**config.mk**
```make
export PLATFORM = sky130hd
export DESIGN_NAME = image_border_pad_scatter_core
export DESIGN_NICKNAME = d
export VERILOG_FILES = /design/src/rtl/ibps_pkg.sv /design/src/rtl/ibps_ctrl.sv /design/src/rtl/ibps_dp.sv /design/src/rtl/image_border_pad_scatter_core.sv
export SDC_FILE = /design/constraint.sdc
export NUM_CORES = 1
export LEC_CHECK = 0
export BUFFER_PORTS_ARGS = -buffer_cell sky130_fd_sc_hd__buf_2
export CAP_MARGIN = 5
export CORE_MARGIN = 8
export CORE_UTILIZATION = 66
export DETAILED_ROUTE_END_ITERATION = 6
export PLACE_DENSITY = 0.9
export SKIP_CTS_REPAIR_TIMING = 1
export SLEW_MARGIN = 0
export SYNTH_ARGS = -nofsm -noshare
export SYNTH_HDL_FRONTEND = slang
export SYNTH_SLANG_ARGS = --single-unit
```
**constraint.sdc**
```tcl
create_clock -name aclk -period 10.7 [get_ports aclk]
set_clock_uncertainty 0.15 [all_clocks]
set_input_delay 1.07 -clock aclk [delete_from_list [all_inputs] [get_ports aclk]]
set_output_delay 1.07 -clock aclk [all_outputs]
set_load 0.02 [all_outputs]
```
**src/rtl/ibps_pkg.sv**
```systemverilog
`timescale 1ns / 1ps
`default_nettype none
// ----------------------------------------------------------------------------
// ibps_pkg
// Shared constants, register codes and controller types for the border pad
// scatter core.
// ----------------------------------------------------------------------------
package ibps_pkg;

    localparam int MAX_WIDTH  = 1024;
    localparam int MAX_HEIGHT = 1024;
    localparam int MAX_BORDER = 7;
    localparam int PIXEL_BITS = 16;

    localparam int POS_W  = 11;
    localparam int CNT_W  = 10;
    localparam int BRD_W  = 3;
    localparam int CFG_W  = 11;
    localparam int IDX_W  = 2;
    localparam int DATA_W = 40;

    localparam logic [IDX_W-1:0] REG_IMAGE_WIDTH  = 2'd0;
    localparam logic [IDX_W-1:0] REG_IMAGE_HEIGHT = 2'd1;
    localparam logic [IDX_W-1:0] REG_BORDER_SIZE  = 2'd2;
    localparam logic [IDX_W-1:0] REG_PAD_MODE     = 2'd3;

    typedef enum logic {
        ST_IDLE,
        ST_EMIT
    } ctrl_state_t;

    typedef struct packed {
        logic load;
        logic advance;
    } dp_cmd_t;

    typedef struct packed {
        logic last;
    } dp_status_t;

endpackage
`default_nettype wire

```
**src/rtl/ibps_ctrl.sv**
```systemverilog
`timescale 1ns / 1ps
`default_nettype none
// ----------------------------------------------------------------------------
// ibps_ctrl
// Controller: takes a pixel, walks its positions one per cycle unless stalled.
// ----------------------------------------------------------------------------
module ibps_ctrl (
    input  wire logic                aclk,
    input  wire logic                aresetn,
    input  wire logic                s_tvalid,
    output logic                     s_tready,
    output logic                     m_tvalid,
    input  wire logic                m_tready,
    output ibps_pkg::dp_cmd_t        cmd,
    input  wire ibps_pkg::dp_status_t status
);
    import ibps_pkg::*;

    ctrl_state_t state_reg;
    ctrl_state_t state_next;

    always_ff @(posedge aclk) begin
        if (!aresetn) begin
            state_reg <= ST_IDLE;
        end else begin
            state_reg <= state_next;
        end
    end

    always_comb begin
        state_next = state_reg;
        unique case (state_reg)
            ST_IDLE: begin
                if (s_tvalid) begin
                    state_next = ST_EMIT;
                end
            end
            ST_EMIT: begin
                if (m_tready && status.last && !s_tvalid) begin
                    state_next = ST_IDLE;
                end
            end
            default: state_next = ST_IDLE;
        endcase
    end

    always_comb begin
        s_tready    = 1'b0;
        m_tvalid    = 1'b0;
        cmd.advance = 1'b0;
        unique case (state_reg)
            ST_IDLE: begin
                s_tready = 1'b1;
            end
            ST_EMIT: begin
                m_tvalid    = 1'b1;
                cmd.advance = m_tready;
                s_tready    = m_tready && status.last;
            end
            default: begin
                s_tready = 1'b0;
            end
        endcase
        cmd.load = s_tvalid && s_tready;
    end

endmodule
`default_nettype wire

```
**src/rtl/ibps_dp.sv**
```systemverilog
`timescale 1ns / 1ps
`default_nettype none
// ----------------------------------------------------------------------------
// ibps_dp
// Datapath: configuration registers, raster counters, span set-up and the
// padded position walker.
// ----------------------------------------------------------------------------
module ibps_dp (
    input  wire logic                                aclk,
    input  wire logic                                aresetn,
    input  wire logic                                cfg_we,
    input  wire logic [ibps_pkg::IDX_W-1:0]          cfg_index,
    input  wire logic [ibps_pkg::CFG_W-1:0]          cfg_data,
    input  wire logic signed [ibps_pkg::PIXEL_BITS-1:0] pixel_value,
    input  wire ibps_pkg::dp_cmd_t                   cmd,
    output ibps_pkg::dp_status_t                     status,
    output logic [ibps_pkg::POS_W-1:0]               out_row,
    output logic [ibps_pkg::POS_W-1:0]               out_col,
    output logic signed [ibps_pkg::PIXEL_BITS-1:0]   out_value
);
    import ibps_pkg::*;

    logic [CFG_W-1:0] width_reg;
    logic [CFG_W-1:0] height_reg;
    logic [BRD_W-1:0] border_reg;
    logic             mode_reg;
    logic [CNT_W-1:0] col_reg,  col_next;
    logic [CNT_W-1:0] row_reg,  row_next;

    logic [POS_W-1:0] i_reg, j_reg;
    logic [POS_W-1:0] r1_reg, c0_reg, c1_reg;
    logic [POS_W-1:0] own_r_reg, own_c_reg;
    logic signed [PIXEL_BITS-1:0] pix_reg;

    logic [CFG_W-1:0] w_sat, h_sat;
    logic [POS_W-1:0] wm1, hm1, c_pos, r_pos, bw;
    logic [POS_W-1:0] r0_new, r1_new, c0_new, c1_new;
    logic [POS_W-1:0] own_r_new, own_c_new;
    logic             last_col, last_row;

    always_comb begin
        priority if (width_reg < CFG_W'(2)) begin
            w_sat = CFG_W'(2);
        end else if (width_reg > CFG_W'(MAX_WIDTH)) begin
            w_sat = CFG_W'(MAX_WIDTH);
        end else begin
            w_sat = width_reg;
        end
        priority if (height_reg < CFG_W'(2)) begin
            h_sat = CFG_W'(2);
        end else if (height_reg > CFG_W'(MAX_HEIGHT)) begin
            h_sat = CFG_W'(MAX_HEIGHT);
        end else begin
            h_sat = height_reg;
        end
        wm1   = POS_W'(w_sat - CFG_W'(1));
        hm1   = POS_W'(h_sat - CFG_W'(1));
        c_pos = (POS_W'(col_reg) >= wm1) ? wm1 : POS_W'(col_reg);
        r_pos = (POS_W'(row_reg) >= hm1) ? hm1 : POS_W'(row_reg);
        bw    = POS_W'(border_reg);
        last_col  = (c_pos == wm1);
        last_row  = (r_pos == hm1);
        own_r_new = r_pos + bw;
        own_c_new = c_pos + bw;

        priority if (r_pos == '0) begin
            r0_new = '0;
            r1_new = bw;
        end else if (last_row) begin
            r0_new = own_r_new;
            r1_new = own_r_new + bw;
        end else begin
            r0_new = own_r_new;
            r1_new = own_r_new;
        end
        priority if (c_pos == '0) begin
            c0_new = '0;
            c1_new = bw;
        end else if (last_col) begin
            c0_new = own_c_new;
            c1_new = own_c_new + bw;
        end else begin
            c0_new = own_c_new;
            c1_new = own_c_new;
        end

        if (last_col) begin
            col_next = '0;
            row_next = last_row ? '0 : CNT_W'(r_pos + POS_W'(1));
        end else begin
            col_next = CNT_W'(c_pos + POS_W'(1));
            row_next = CNT_W'(r_pos);
        end
    end

    always_ff @(posedge aclk) begin
        if (!aresetn) begin
            width_reg  <= CFG_W'(MAX_WIDTH);
            height_reg <= CFG_W'(MAX_HEIGHT);
            border_reg <= BRD_W'(1);
            mode_reg   <= 1'b0;
            col_reg    <= '0;
            row_reg    <= '0;
        end else begin
            if (cfg_we) begin
                unique case (cfg_index)
                    REG_IMAGE_WIDTH:  width_reg  <= cfg_data;
                    REG_IMAGE_HEIGHT: height_reg <= cfg_data;
                    REG_BORDER_SIZE:  border_reg <= cfg_data[BRD_W-1:0];
                    REG_PAD_MODE:     mode_reg   <= cfg_data[0];
                    default:          mode_reg   <= mode_reg;
                endcase
            end
            if (cmd.load) begin
                col_reg <= col_next;
                row_reg <= row_next;
            end
        end
    end

    always_ff @(posedge aclk) begin
        if (cmd.load) begin
            i_reg     <= r0_new;
            j_reg     <= c0_new;
            r1_reg    <= r1_new;
            c0_reg    <= c0_new;
            c1_reg    <= c1_new;
            own_r_reg <= own_r_new;
            own_c_reg <= own_c_new;
            pix_reg   <= pixel_value;
        end else if (cmd.advance) begin
            if (j_reg == c1_reg) begin
                j_reg <= c0_reg;
                i_reg <= i_reg + POS_W'(1);
            end else begin
                j_reg <= j_reg + POS_W'(1);
            end
        end
    end

    always_comb begin
        status.last = (i_reg == r1_reg) && (j_reg == c1_reg);
        out_row     = i_reg;
        out_col     = j_reg;
        if (mode_reg && !((i_reg == own_r_reg) && (j_reg == own_c_reg))) begin
            out_value = '0;
        end else begin
            out_value = pix_reg;
        end
    end

endmodule
`default_nettype wire

```
**src/rtl/image_border_pad_scatter_core.sv**
```systemverilog
`timescale 1ns / 1ps
`default_nettype none
// ----------------------------------------------------------------------------
// image_border_pad_scatter_core
// Edge-replicate (or zero) border padding that scatters each raster pixel to
// every padded position it owns.
//
// Input stream: one pixel per item on s_tdata, in raster order.
// Output stream: one padded position per item (row, column, value); m_tlast
// marks the last position belonging to the current pixel.
// Configuration: cfg_valid/cfg_ready write channel, always ready; write only
// while the core is idle. Index 0 width, 1 height, 2 border, 3 pad mode.
// Latency: first result is presented the cycle after the pixel is taken.
// Throughput: the single position walker emits one padded position per cycle
// while m_tready is high; an interior pixel owns a single position.
// The next pixel is taken in the same cycle the last result is taken.
// Reset: raster position returns to the first pixel, registers to defaults.
// Stall: with m_tready low the current result holds and no pixel is taken.
// ----------------------------------------------------------------------------
module image_border_pad_scatter_core (
    input  wire logic                          aclk,
    input  wire logic                          aresetn,
    input  wire logic                          s_tvalid,
    output logic                               s_tready,
    input  wire logic [15:0]                   s_tdata,   // [15:0] pixel_value
    output logic                               m_tvalid,
    input  wire logic                          m_tready,
    output logic [ibps_pkg::DATA_W-1:0]        m_tdata,   // [10:0] out_row,
                                                          // [21:11] out_col,
                                                          // [37:22] out_value
    output logic                               m_tlast,
    input  wire logic                          cfg_valid,
    output logic                               cfg_ready,
    input  wire logic [ibps_pkg::IDX_W-1:0]    cfg_index,
    input  wire logic [ibps_pkg::CFG_W-1:0]    cfg_data
);
    import ibps_pkg::*;

    dp_cmd_t    cmd;
    dp_status_t status;
    logic [POS_W-1:0]             out_row, out_col;
    logic signed [PIXEL_BITS-1:0] out_value;

    assign cfg_ready = 1'b1;

    ibps_ctrl u_ctrl (
        .aclk     (aclk),
        .aresetn  (aresetn),
        .s_tvalid (s_tvalid),
        .s_tready (s_tready),
        .m_tvalid (m_tvalid),
        .m_tready (m_tready),
        .cmd      (cmd),
        .status   (status)
    );

    ibps_dp u_dp (
        .aclk        (aclk),
        .aresetn     (aresetn),
        .cfg_we      (cfg_valid && cfg_ready),
        .cfg_index   (cfg_index),
        .cfg_data    (cfg_data),
        .pixel_value (s_tdata[PIXEL_BITS-1:0]),
        .cmd         (cmd),
        .status      (status),
        .out_row     (out_row),
        .out_col     (out_col),
        .out_value   (out_value)
    );

    assign m_tdata = {2'b00, out_value, out_col, out_row};
    assign m_tlast = status.last;

endmodule
`default_nettype wire
```
After elaboration in Yosys (flattened, before gate mapping)
Index checks and enable logic that the tools add are counted.
{"block": "word_totals", "regBits": 140, "input_bits": 34, "out_inout_bits": 44}
{"block": "classes", "n_addsub": 10, "magnitude_cmp": 6, "eq_ne": 9, "n_mux": 28, "n_bitwise": 1, "reduce_logical": 18}
{"cell": "$mux 11", "n": 16}
{"cell": "$eq 11x11->1", "n": 6}
{"cell": "$add 11x3->11", "n": 4}
{"cell": "$mux 10", "n": 3}
{"cell": "$add 11x1->11 const B", "n": 2}
{"cell": "$ge 10x11->1", "n": 2}
{"cell": "$gt 11x11->1 const B", "n": 2}
{"cell": "$logic_not 11->1", "n": 2}
{"cell": "$lt 11x2->1 const B", "n": 2}
{"cell": "$sub 11x1->11 const B", "n": 2}
{"cell": "$add 10x1->10 const B", "n": 2}
{"cell": "$mux 16", "n": 1}
{"cell": "$reduce_and 2->1", "n": 5}
{"cell": "$logic_and 1x1->1", "n": 6}
{"cell": "$mux 3", "n": 2}
{"cell": "$eq 2x2->1 const B", "n": 2}
{"cell": "$mux 1", "n": 4}
{"cell": "$pmux 1 s2", "n": 2}
{"cell": "$reduce_bool 2->1", "n": 2}
{"cell": "$eq 2x1->1 const B", "n": 1}
{"cell": "$logic_not 1->1", "n": 2}
{"cell": "$logic_not 2->1", "n": 1}
{"cell": "$not 1->1", "n": 1}

Depth between registers and ports, before layout
Gate-level depths: netlist of the first run.
{"block": "depth", "ltp_word": 10, "depth_mapped": 30, "depth_no_buf": 28}

Modules after synthesis
Synthesis of the first run repeated with hierarchy kept, for this count alone.
{"block": "unflattened", "hier_cells": 1108, "hier_area_um2": 10192.3}
{"mod": "ibps_dp", "n_inst": 1, "cells_each": 1097, "area_each_um2": 10098.4, "seq_area_each_um2": 3713.6}
{"mod": "ibps_ctrl", "n_inst": 1, "cells_each": 6, "area_each_um2": 63.8, "seq_area_each_um2": 20.0}
{"mod": "image_border_pad_scatter_core", "n_inst": 1, "cells_each": 5, "area_each_um2": 30.0, "seq_area_each_um2": 0.0}

Least setup slack after synthesis of the first run
No wires, ideal clock.
{"block": "synth_path", "path_type": "register to register", "startpoint": "reg u_dp.width_reg[6]", "endpoint": "reg u_dp.c1_reg[8], data pin", "setup_time_ns": 0.271, "arrival_time_ns": 6.463, "required_ns": 10.279, "slack_ns": 3.815, "stages_incl_launch_ff": 28, "period_less_slack_ns": 6.885, "cell_sequence": "dfxtp_1 > clkbuf_1 > or4_1 > o311ai_0 > ha_1 > clkbuf_1 > o21ai_0 > xor2_1 > inv_1 > ha_1 > a21o_1 > a2111oi_0 > o21ai_1 > clkbuf_1 > a21oi_1 > a21o_1 > clkbuf_1 > ha_1 > inv_1 > fa_1 > inv_1 > a21oi_1 > or3_1 > nor3_1 > nor4_1 > nand2b_1 > nor4_1 > xor2_1"}
{"block": "synth_between", "elab_chain_len": 9}
{"item": "from (decl)", "line_no": "ibps_dp.sv:23", "source": "logic [CFG_W-1:0] width_reg;"}
{"item": "from (signal assigned)", "line_no": "ibps_dp.sv:98", "source": "width_reg <= CFG_W'(MAX_WIDTH);"}
{"item": "from (signal assigned)", "line_no": "ibps_dp.sv:107", "source": "REG_IMAGE_WIDTH: width_reg <= cfg_data;"}
{"item": "$gt 11x11->1", "line_no": "ibps_dp.sv:44", "source": "end else if (width_reg > CFG_W'(MAX_WIDTH)) begin"}
{"item": "$mux 11", "line_no": "ibps_dp.sv:44"}
{"item": "$mux 11 (*)", "line_no": "ibps_dp.sv:42", "source": "priority if (width_reg < CFG_W'(2)) begin"}
{"item": "$sub 11x1->11 (*)", "line_no": "ibps_dp.sv:56", "source": "wm1 = POS_W'(w_sat - CFG_W'(1));"}
{"item": "$ge 10x11->1", "line_no": "ibps_dp.sv:58", "source": "c_pos = (POS_W'(col_reg) >= wm1) ? wm1 : POS_W'(col_reg);"}
{"item": "$mux 11", "line_no": "ibps_dp.sv:58"}
{"item": "$add 11x3->11", "line_no": "ibps_dp.sv:64", "source": "own_c_new = c_pos + bw;"}
{"item": "$add 11x3->11", "line_no": "ibps_dp.sv:81", "source": "c1_new = own_c_new + bw;"}
{"item": "$mux 11", "line_no": "ibps_dp.sv:79", "source": "end else if (last_col) begin"}
{"item": "to (signal assigned)", "line_no": "ibps_dp.sv:127", "source": "c1_reg <= c1_new;"}
{"item": "to (decl)", "line_no": "ibps_dp.sv:31", "source": "logic [POS_W-1:0] r1_reg, c0_reg, c1_reg;"}
Mark *: on every way between the ends. The rest lies on a longest branch, timed or not.
A chain may end at the register's enable or synchronous reset.

Worst setup path in the final report of the first run
{"block": "layout_path", "startpoint": "reg u_dp.width_reg[6]", "endpoint": "reg u_dp.c1_reg[8], data pin"}
{"block": "layout_between", "elab_chain_len": 9}
{"item": "$gt 11x11->1", "line_no": "ibps_dp.sv:44"}
{"item": "$mux 11", "line_no": "ibps_dp.sv:44"}
{"item": "$mux 11 (*)", "line_no": "ibps_dp.sv:42"}
{"item": "$sub 11x1->11 (*)", "line_no": "ibps_dp.sv:56"}
{"item": "$ge 10x11->1", "line_no": "ibps_dp.sv:58"}
{"item": "$mux 11 (*)", "line_no": "ibps_dp.sv:58"}
{"item": "$add 11x3->11 (*)", "line_no": "ibps_dp.sv:64"}
{"item": "net u_dp.own_c_new[4]", "line_no": "ibps_dp.sv:38", "source": "logic [POS_W-1:0] own_r_new, own_c_new;"}
{"item": "$add 11x3->11 (*)", "line_no": "ibps_dp.sv:81"}
{"item": "$mux 11 (*)", "line_no": "ibps_dp.sv:79"}
Mark *: on every way through the listed nets, which the timed path passes. The rest lies on a longest branch.

==> results of run 1 <==
## critical path: stages, from the launching register on
cell,delay (ns)
dfxtp_1,0.37
or4_1,0.60
o311ai_0,0.82
ha_1,0.45
o21ai_0,0.22
xor2_1,0.28
inv_1,0.12
ha_1,0.31
a21o_1,0.17
a2111oi_0,0.57
o21a_1,0.52
nor2_1,0.14
a21o_1,0.33
ha_1,0.25
inv_1,0.07
fa_1,0.21
inv_1,0.07
a21oi_1,0.31
nor2_1,0.09
xnor2_1,0.18
mux2i_1,0.50
nand2_1,0.22
nor4_1,0.40
xor2_1,0.11
## layout by cell type (no fill, tap or decap), drive strengths merged, types with 8 or more instances in the layout
cell type	count
nor2	93
edfxtp	93
buf	84
nand2	78
xnor2	75
o21ai	59
a21oi	53
inv	50
dfxtp	47
xor2	45
ha	38
mux2i	38
nand3	36
nor3	26
nor4	25
clkbuf	21
and2	19
a21o	18
nand4	13
o22ai	10
mux2	10
and3	9
or3	8
or4	8
## report_power, final
group | switching, mW | internal (mW)
sequential | 0.0350 | 0.611
combinational | 0.134 | 0.0821
clock | 0.241 | 0.421
total | 0.410 | 1.11
## stage by stage
step / cell area [sq um] / setup slack, ns / util, %
after floorplan: 9420 / 3.82 / -
after detailed placement: 9860 / 3.24 / 70.8
final: 10500 / 2.96 / 75.4
after global routing: 10500 / 2.36 / 75.4
after CTS: 10500 / 3.17 / 75.4
after global placement: 9860 / 3.54 / 70.8
## routing by layer
metal,track usage (%),up-vias,routed length (um)
met5,0,-,0
met4,13.8,0,900
met3,5.01,76,2470
met2,46.6,525,12200
met1,34.6,3877,9990
li1,-,3750,-
## cell type report
type	count	area, sq um
inverter	50	189
fill	913	3430
timing repair buffer	84	445
multi-input combinational	769	5270
clock inverter	11	193
sequential	140	3730
tap	180	225
clock buffer	21	450
## logic make-up (layout without fill, tap and decap cells)
kind of cell    after synthesis  after routing
mux                          48             48
simple gates                351            351
compound gates              204            204
fa+ha+maj                    43             43
flops                       140            140
xor+xnor                    120            120
buf+inv                     105            166
other cells                   2              3
## worst max path at each step
stage                      startpoint  slack, ns              to
finish              u_dp.width_reg[6]       2.96  u_dp.c1_reg[8]
global route        u_dp.width_reg[6]       2.36  u_dp.c1_reg[8]
global placement    u_dp.width_reg[2]       3.54  u_dp.c1_reg[8]
detailed placement  u_dp.width_reg[6]       3.24  u_dp.c1_reg[8]
floorplan           u_dp.width_reg[6]       3.82  u_dp.c1_reg[8]
CTS                 u_dp.width_reg[6]       3.17  u_dp.c1_reg[8]
==> run_results.csv, run 1 <==
group,metric,value,unit
logic_synthesis,synth_mux_area_share,5.37,%
drt,vias,8228,
logic_synthesis,syn_area_per_cell,9.29,sq um
timing,fin_crit,7.74,ns
logic_synthesis,synth_compound_area_share,14.1,%
grt,grtUsageTotal,28.1,%
clocking,cts_tree,"done",
worst_hold_path,hold_start,"u_dp.row_reg[9]",
logic_synthesis,syn_inst,1013,
power_and_ir_drop,p_leak,4.34,nW
timing,relSlewSlack,27.5,%
setup_path,rr_worst_depth,23,
setup_path,required,10.71,ns
clocking,clock_sinks,140,
clocking,root_buffer,"clkbuf_16",
grt,antenna_found_initial,0,
setup_path,critical_path_class,"flop to flop",
die,rows,43,
die,die-area,18300,sq um
cells_and_area,largest_register_ffs,16,
timing,fin_setup_tns,0,ns
power_and_ir_drop,power,1.52,mW
logic_synthesis,yosys-top-cells-count,"edfxtp_1, nor2_1, nand2_1",
cells_and_area,diodes,0,
logic_synthesis,synth-edff-count,93,
drt,drc,0,
setup_path,critPathMaxFanout,14,
setup_path,end_kind,"flop",
power_and_ir_drop,ir_worst_vdd,128,uV
placed_design,gp_congestion,0.950,
drt,ant_nets,0,
logic_synthesis,yosys.area_share.simple,18.8,%
logic_synthesis,synth_top_area_share,29.7,%
timing,setup_violations,0,
die,die_w,135,um
logic_synthesis,netlist.top_cell.by_area,"edfxtp_1",
setup_path,reg2reg_to,"u_dp.c1_reg[8]",
setup_path,r2r-start,"u_dp.width_reg[6]",
drt,drtPass1Iterations,5,
setup_path,r2r_setup_slack,2.96,ns
run,maxCapViolations,0,
worst_hold_path,hold_path_depth,2,
logic_synthesis,dominantRegCellSynth,"edfxtp_1",
cells_and_area,nets,1138,
logic_synthesis,synth.distinct_cells,80,
timing,max_freq,129,MHz
die,core-area,13900,sq um
die,die_h,135,um
drt,wirelength,25.6,mm
status,status,"finished, final reports clean",
power_and_ir_drop,p_per_area,145,nW/um^2
logic_synthesis,synth_seq_cells,140,
timing,rsz0062_at_grt,"false",
cells_and_area,syn2layout_area_growth,11.6,%
timing,fin_crit_sh,72.3,%
logic_synthesis,yosys_warnings,0,
logic_synthesis,ys_seq_area_share,39.7,%
cells_and_area,drive_gt1_share,13.8,%
cells_and_area,fin_cells,1255,
clocking,clockBufferDepth,2,
placed_design,port_buffers,74,
placed_design,dp.cells,1223,
logic_synthesis,synthesis.area,9410,sq um
logic_synthesis,synth_area_leaders,"edfxtp_1, dfxtp_1, xnor2_1",
worst_hold_path,holdCritPathClass,"flop to flop",
die,initial_core_util,67.6,%
clocking,clk_pin_slew,0.06,ns
timing,timing.final.hold_violations,0,
logic_synthesis,synth_top_family_by_area,"simple AND/OR/NAND/NOR gates",
drt,viasPerCell,6.56,
drt,drtIter0Drc,1114,
logic_synthesis,async_flop_share,0,%
clocking,cts-htree-levels,4,
clocking,clock_latency,0.43,ns
clocking,cts_buffers,17,
grt,overflow,0,
timing,hold_slack,0.363,ns
timing,slew_viol_final,0,
placed_design,hpwl,17.8,mm
die,io_pins,78,
grt,grt_pass1_vias,7931,
worst_hold_path,worst_hold_path.endpoint,"u_dp.row_reg[9]",
timing,worst_pin_slew,1.08,ns
drt,wl_per_cell,20.4,um
logic_synthesis,synth_fa_ha_area_share,6.02,%
logic_synthesis,synthXorXnorAreaFrac,11.3,%
setup_path,arrival,7.75,ns
grt,grt_pass1_wl,40.9,mm
grt,grt_max_degree,61,
setup_path,crit_path_start_kind,"flop",
(Power assumes the default switching activity.)
==> run 2, diff against run 1 <==
CORE_UTILIZATION = 55   (was 66)
PLACE_DENSITY = 0.8   (was 0.9)
clock period = 6.7 ns   (was 10.7 ns; I/O delays follow)
==> run 2 against run 1 <==
Worst setup slack lost 2.6 ns. Sequential share of layout area is 0.62 points lower. Critical endpoint is now u_dp.r1_reg[9]. Via count shrank 4.5%. Final area grew 1.8%. Maximum frequency rose by 22%. Worst hold slack worse by 0.094 ns. Combinational power rose by 59%. Sequential power rose by 59%. Count of clock-buffer cells in the layout shrank 2.
==> run_results.csv, run 2 (same netlist as run 1, synthesis figures left out) <==
group,metric,value,unit
status,status,"finished, final reports clean",
setup_path,r2r-start,"u_dp.height_reg[2]",
cells_and_area,seq_area,3730,sq um
drt,drtIter0Drc,595,
timing,timing.final.hold_violations,0,
setup_path,reg2reg_to,"u_dp.r1_reg[9]",
setup_path,critical_path_class,"flop to flop",
setup_path,required,6.72,ns
drt,wl_per_cell,18.1,um
setup_path,arrival,6.34,ns
placed_design,gp_congestion,0.940,
setup_path,crit_path_start_kind,"flop",
timing,max_freq,158,MHz
cells_and_area,mostFrequentLayoutCells,"nor2_1, edfxtp_1, nand2_1, buf_2, xnor2_1",
cells_and_area,nets,1152,
timing,slew_viol_final,0,
grt,grt_pass1_vias,7620,
timing,fin_crit,6.33,ns
placed_design,dp.cells,1281,
drt,ant_nets,0,
die,die_h,147,um
power_and_ir_drop,p_per_area,215,nW/um^2
drt,drtPass1Iterations,5,
clocking,root_buffer,"clkbuf_16",
setup_path,end_kind,"flop",
worst_hold_path,worst_hold_path.endpoint,"u_dp.pix_reg[15]",
timing,setup_violations,0,
worst_hold_path,hold_path_depth,1,
placed_design,place_ws,0.133,ns
grt,overflow,0,
timing,fin_crit_sh,94.4,%
die,rows,48,
drt,wirelength,23.8,mm
clocking,clock_latency,0.43,ns
drt,vias,7859,
grt,grtUsageTotal,21.8,%
power_and_ir_drop,ir_worst_vdd,200,uV
cells_and_area,largest_register_ffs,16,
run,maxCapViolations,0,
clocking,clock_sinks,140,
cells_and_area,fillers,1374,
timing,worst_pin_slew,1.07,ns
placed_design,placed_cell_area,10000,sq um
cells_and_area,fin_cells,1314,
clocking,cts_buffers,17,
timing,fin_ws,0.374,ns
die,core-area,17000,sq um
clocking,cts_tree,"done",
placed_design,hpwl,17.2,mm
cells_and_area,syn2layout_area_growth,13.6,%
setup_path,rr_worst_depth,24,
worst_hold_path,hold_start,"s_tdata[15]",
grt,grt_pass1_wl,38.5,mm
cells_and_area,diodes,0,
timing,fin_setup_tns,0,ns
die,die_w,147,um
die,initial_core_util,55.4,%
grt,antenna_found_initial,0,
cells_and_area,fin_area,10700,sq um
setup_path,critPathMaxFanout,10,
power_and_ir_drop,p_leak,4.36,nW
die,io_pins,78,
clocking,clockBufferDepth,2,
setup_path,r2r_setup_slack,0.37,ns
placed_design,port_buffers,74,
drt,viasPerCell,5.98,
drt,drc,0,
clocking,cts-htree-levels,4,
die,die-area,21600,sq um
cells_and_area,drive_gt1_share,16.2,%
worst_hold_path,holdCritPathClass,"primary input to flop",
cells_and_area,multiInputGateArea,5360,sq um
timing,relSlewSlack,28.5,%
clocking,clk_pin_slew,0.06,ns
grt,grt_max_degree,56,
-- run 2: worst max-delay path, stage by stage (launching register included) --
cell,delay (ns)
dfxtp_1,0.39
or4_4,0.61
o311ai_2,0.32
ha_1,0.22
inv_1,0.09
or3_1,0.37
nand2_1,0.12
o21ai_2,0.09
inv_1,0.18
ha_1,0.17
nand4_1,0.09
nor2_1,0.12
a211oi_1,0.09
maj3_2,0.36
a21oi_4,0.35
mux2i_4,0.35
inv_1,0.13
fa_1,0.49
xor2_2,0.23
ha_1,0.36
a21oi_1,0.09
nor2_1,0.15
nand3_1,0.19
a211oi_2,0.26
xnor2_1,0.08
-- run 2: worst max-delay path by stage --
stage                     cells past startpoint              to  slack [ns]                from
final                                        24  u_dp.r1_reg[9]        0.37  u_dp.height_reg[2]
after floorplan                              27  u_dp.c1_reg[8]       0.007   u_dp.width_reg[6]
after global placement                       25  u_dp.c1_reg[8]        0.38   u_dp.width_reg[2]
after detailed placement                     25  u_dp.r1_reg[9]        0.13  u_dp.height_reg[2]
after global routing                         24  u_dp.r1_reg[9]       -0.02  u_dp.height_reg[2]
after CTS                                    25  u_dp.r1_reg[9]       -0.03  u_dp.height_reg[2]
-- run 2: final cells by class --
cell class,instances,area share [%]
clock buffer,19,4.05
timing repair buffer,98,5.15
sequential,140,34.9
multi-input combinational,769,50.2
tap,225,2.63
clock inverter,13,1.32
inverter,50,1.77
-- run 2: metrics by stage --
step           util [%]  hold slack (ns)  total power, mW
2_1_floorplan         -            0.313             1.27
3_3_place_gp       58.9            0.348             1.37
3_5_place_dp       58.9            0.356             1.38
4_1_cts            62.3            0.255             2.30
5_1_grt            62.9            0.254             2.38
6_report           62.9            0.269             2.30
-- run 2: power breakdown --
| part | switching [mW] | internal [mW] | total [mW] |
|---|---|---|---|
| combinational | 0.206 | 0.137 | 0.343 |
| clock | 0.381 | 0.550 | 0.931 |
| sequential | 0.0526 | 0.975 | 1.03 |
| total | 0.640 | 1.66 | 2.30 |
-- run 2: routing by layer --
layer / vias to the layer above / part of all wire (%) / GRT usage [%]
met5: - / 0 / 0
met4: 0 / 3.2 / 9.58
met3: 66 / 7.7 / 5.08
met2: 377 / 46 / 34.7
met1: 3635 / 43 / 27.9
li1: 3781 / - / -
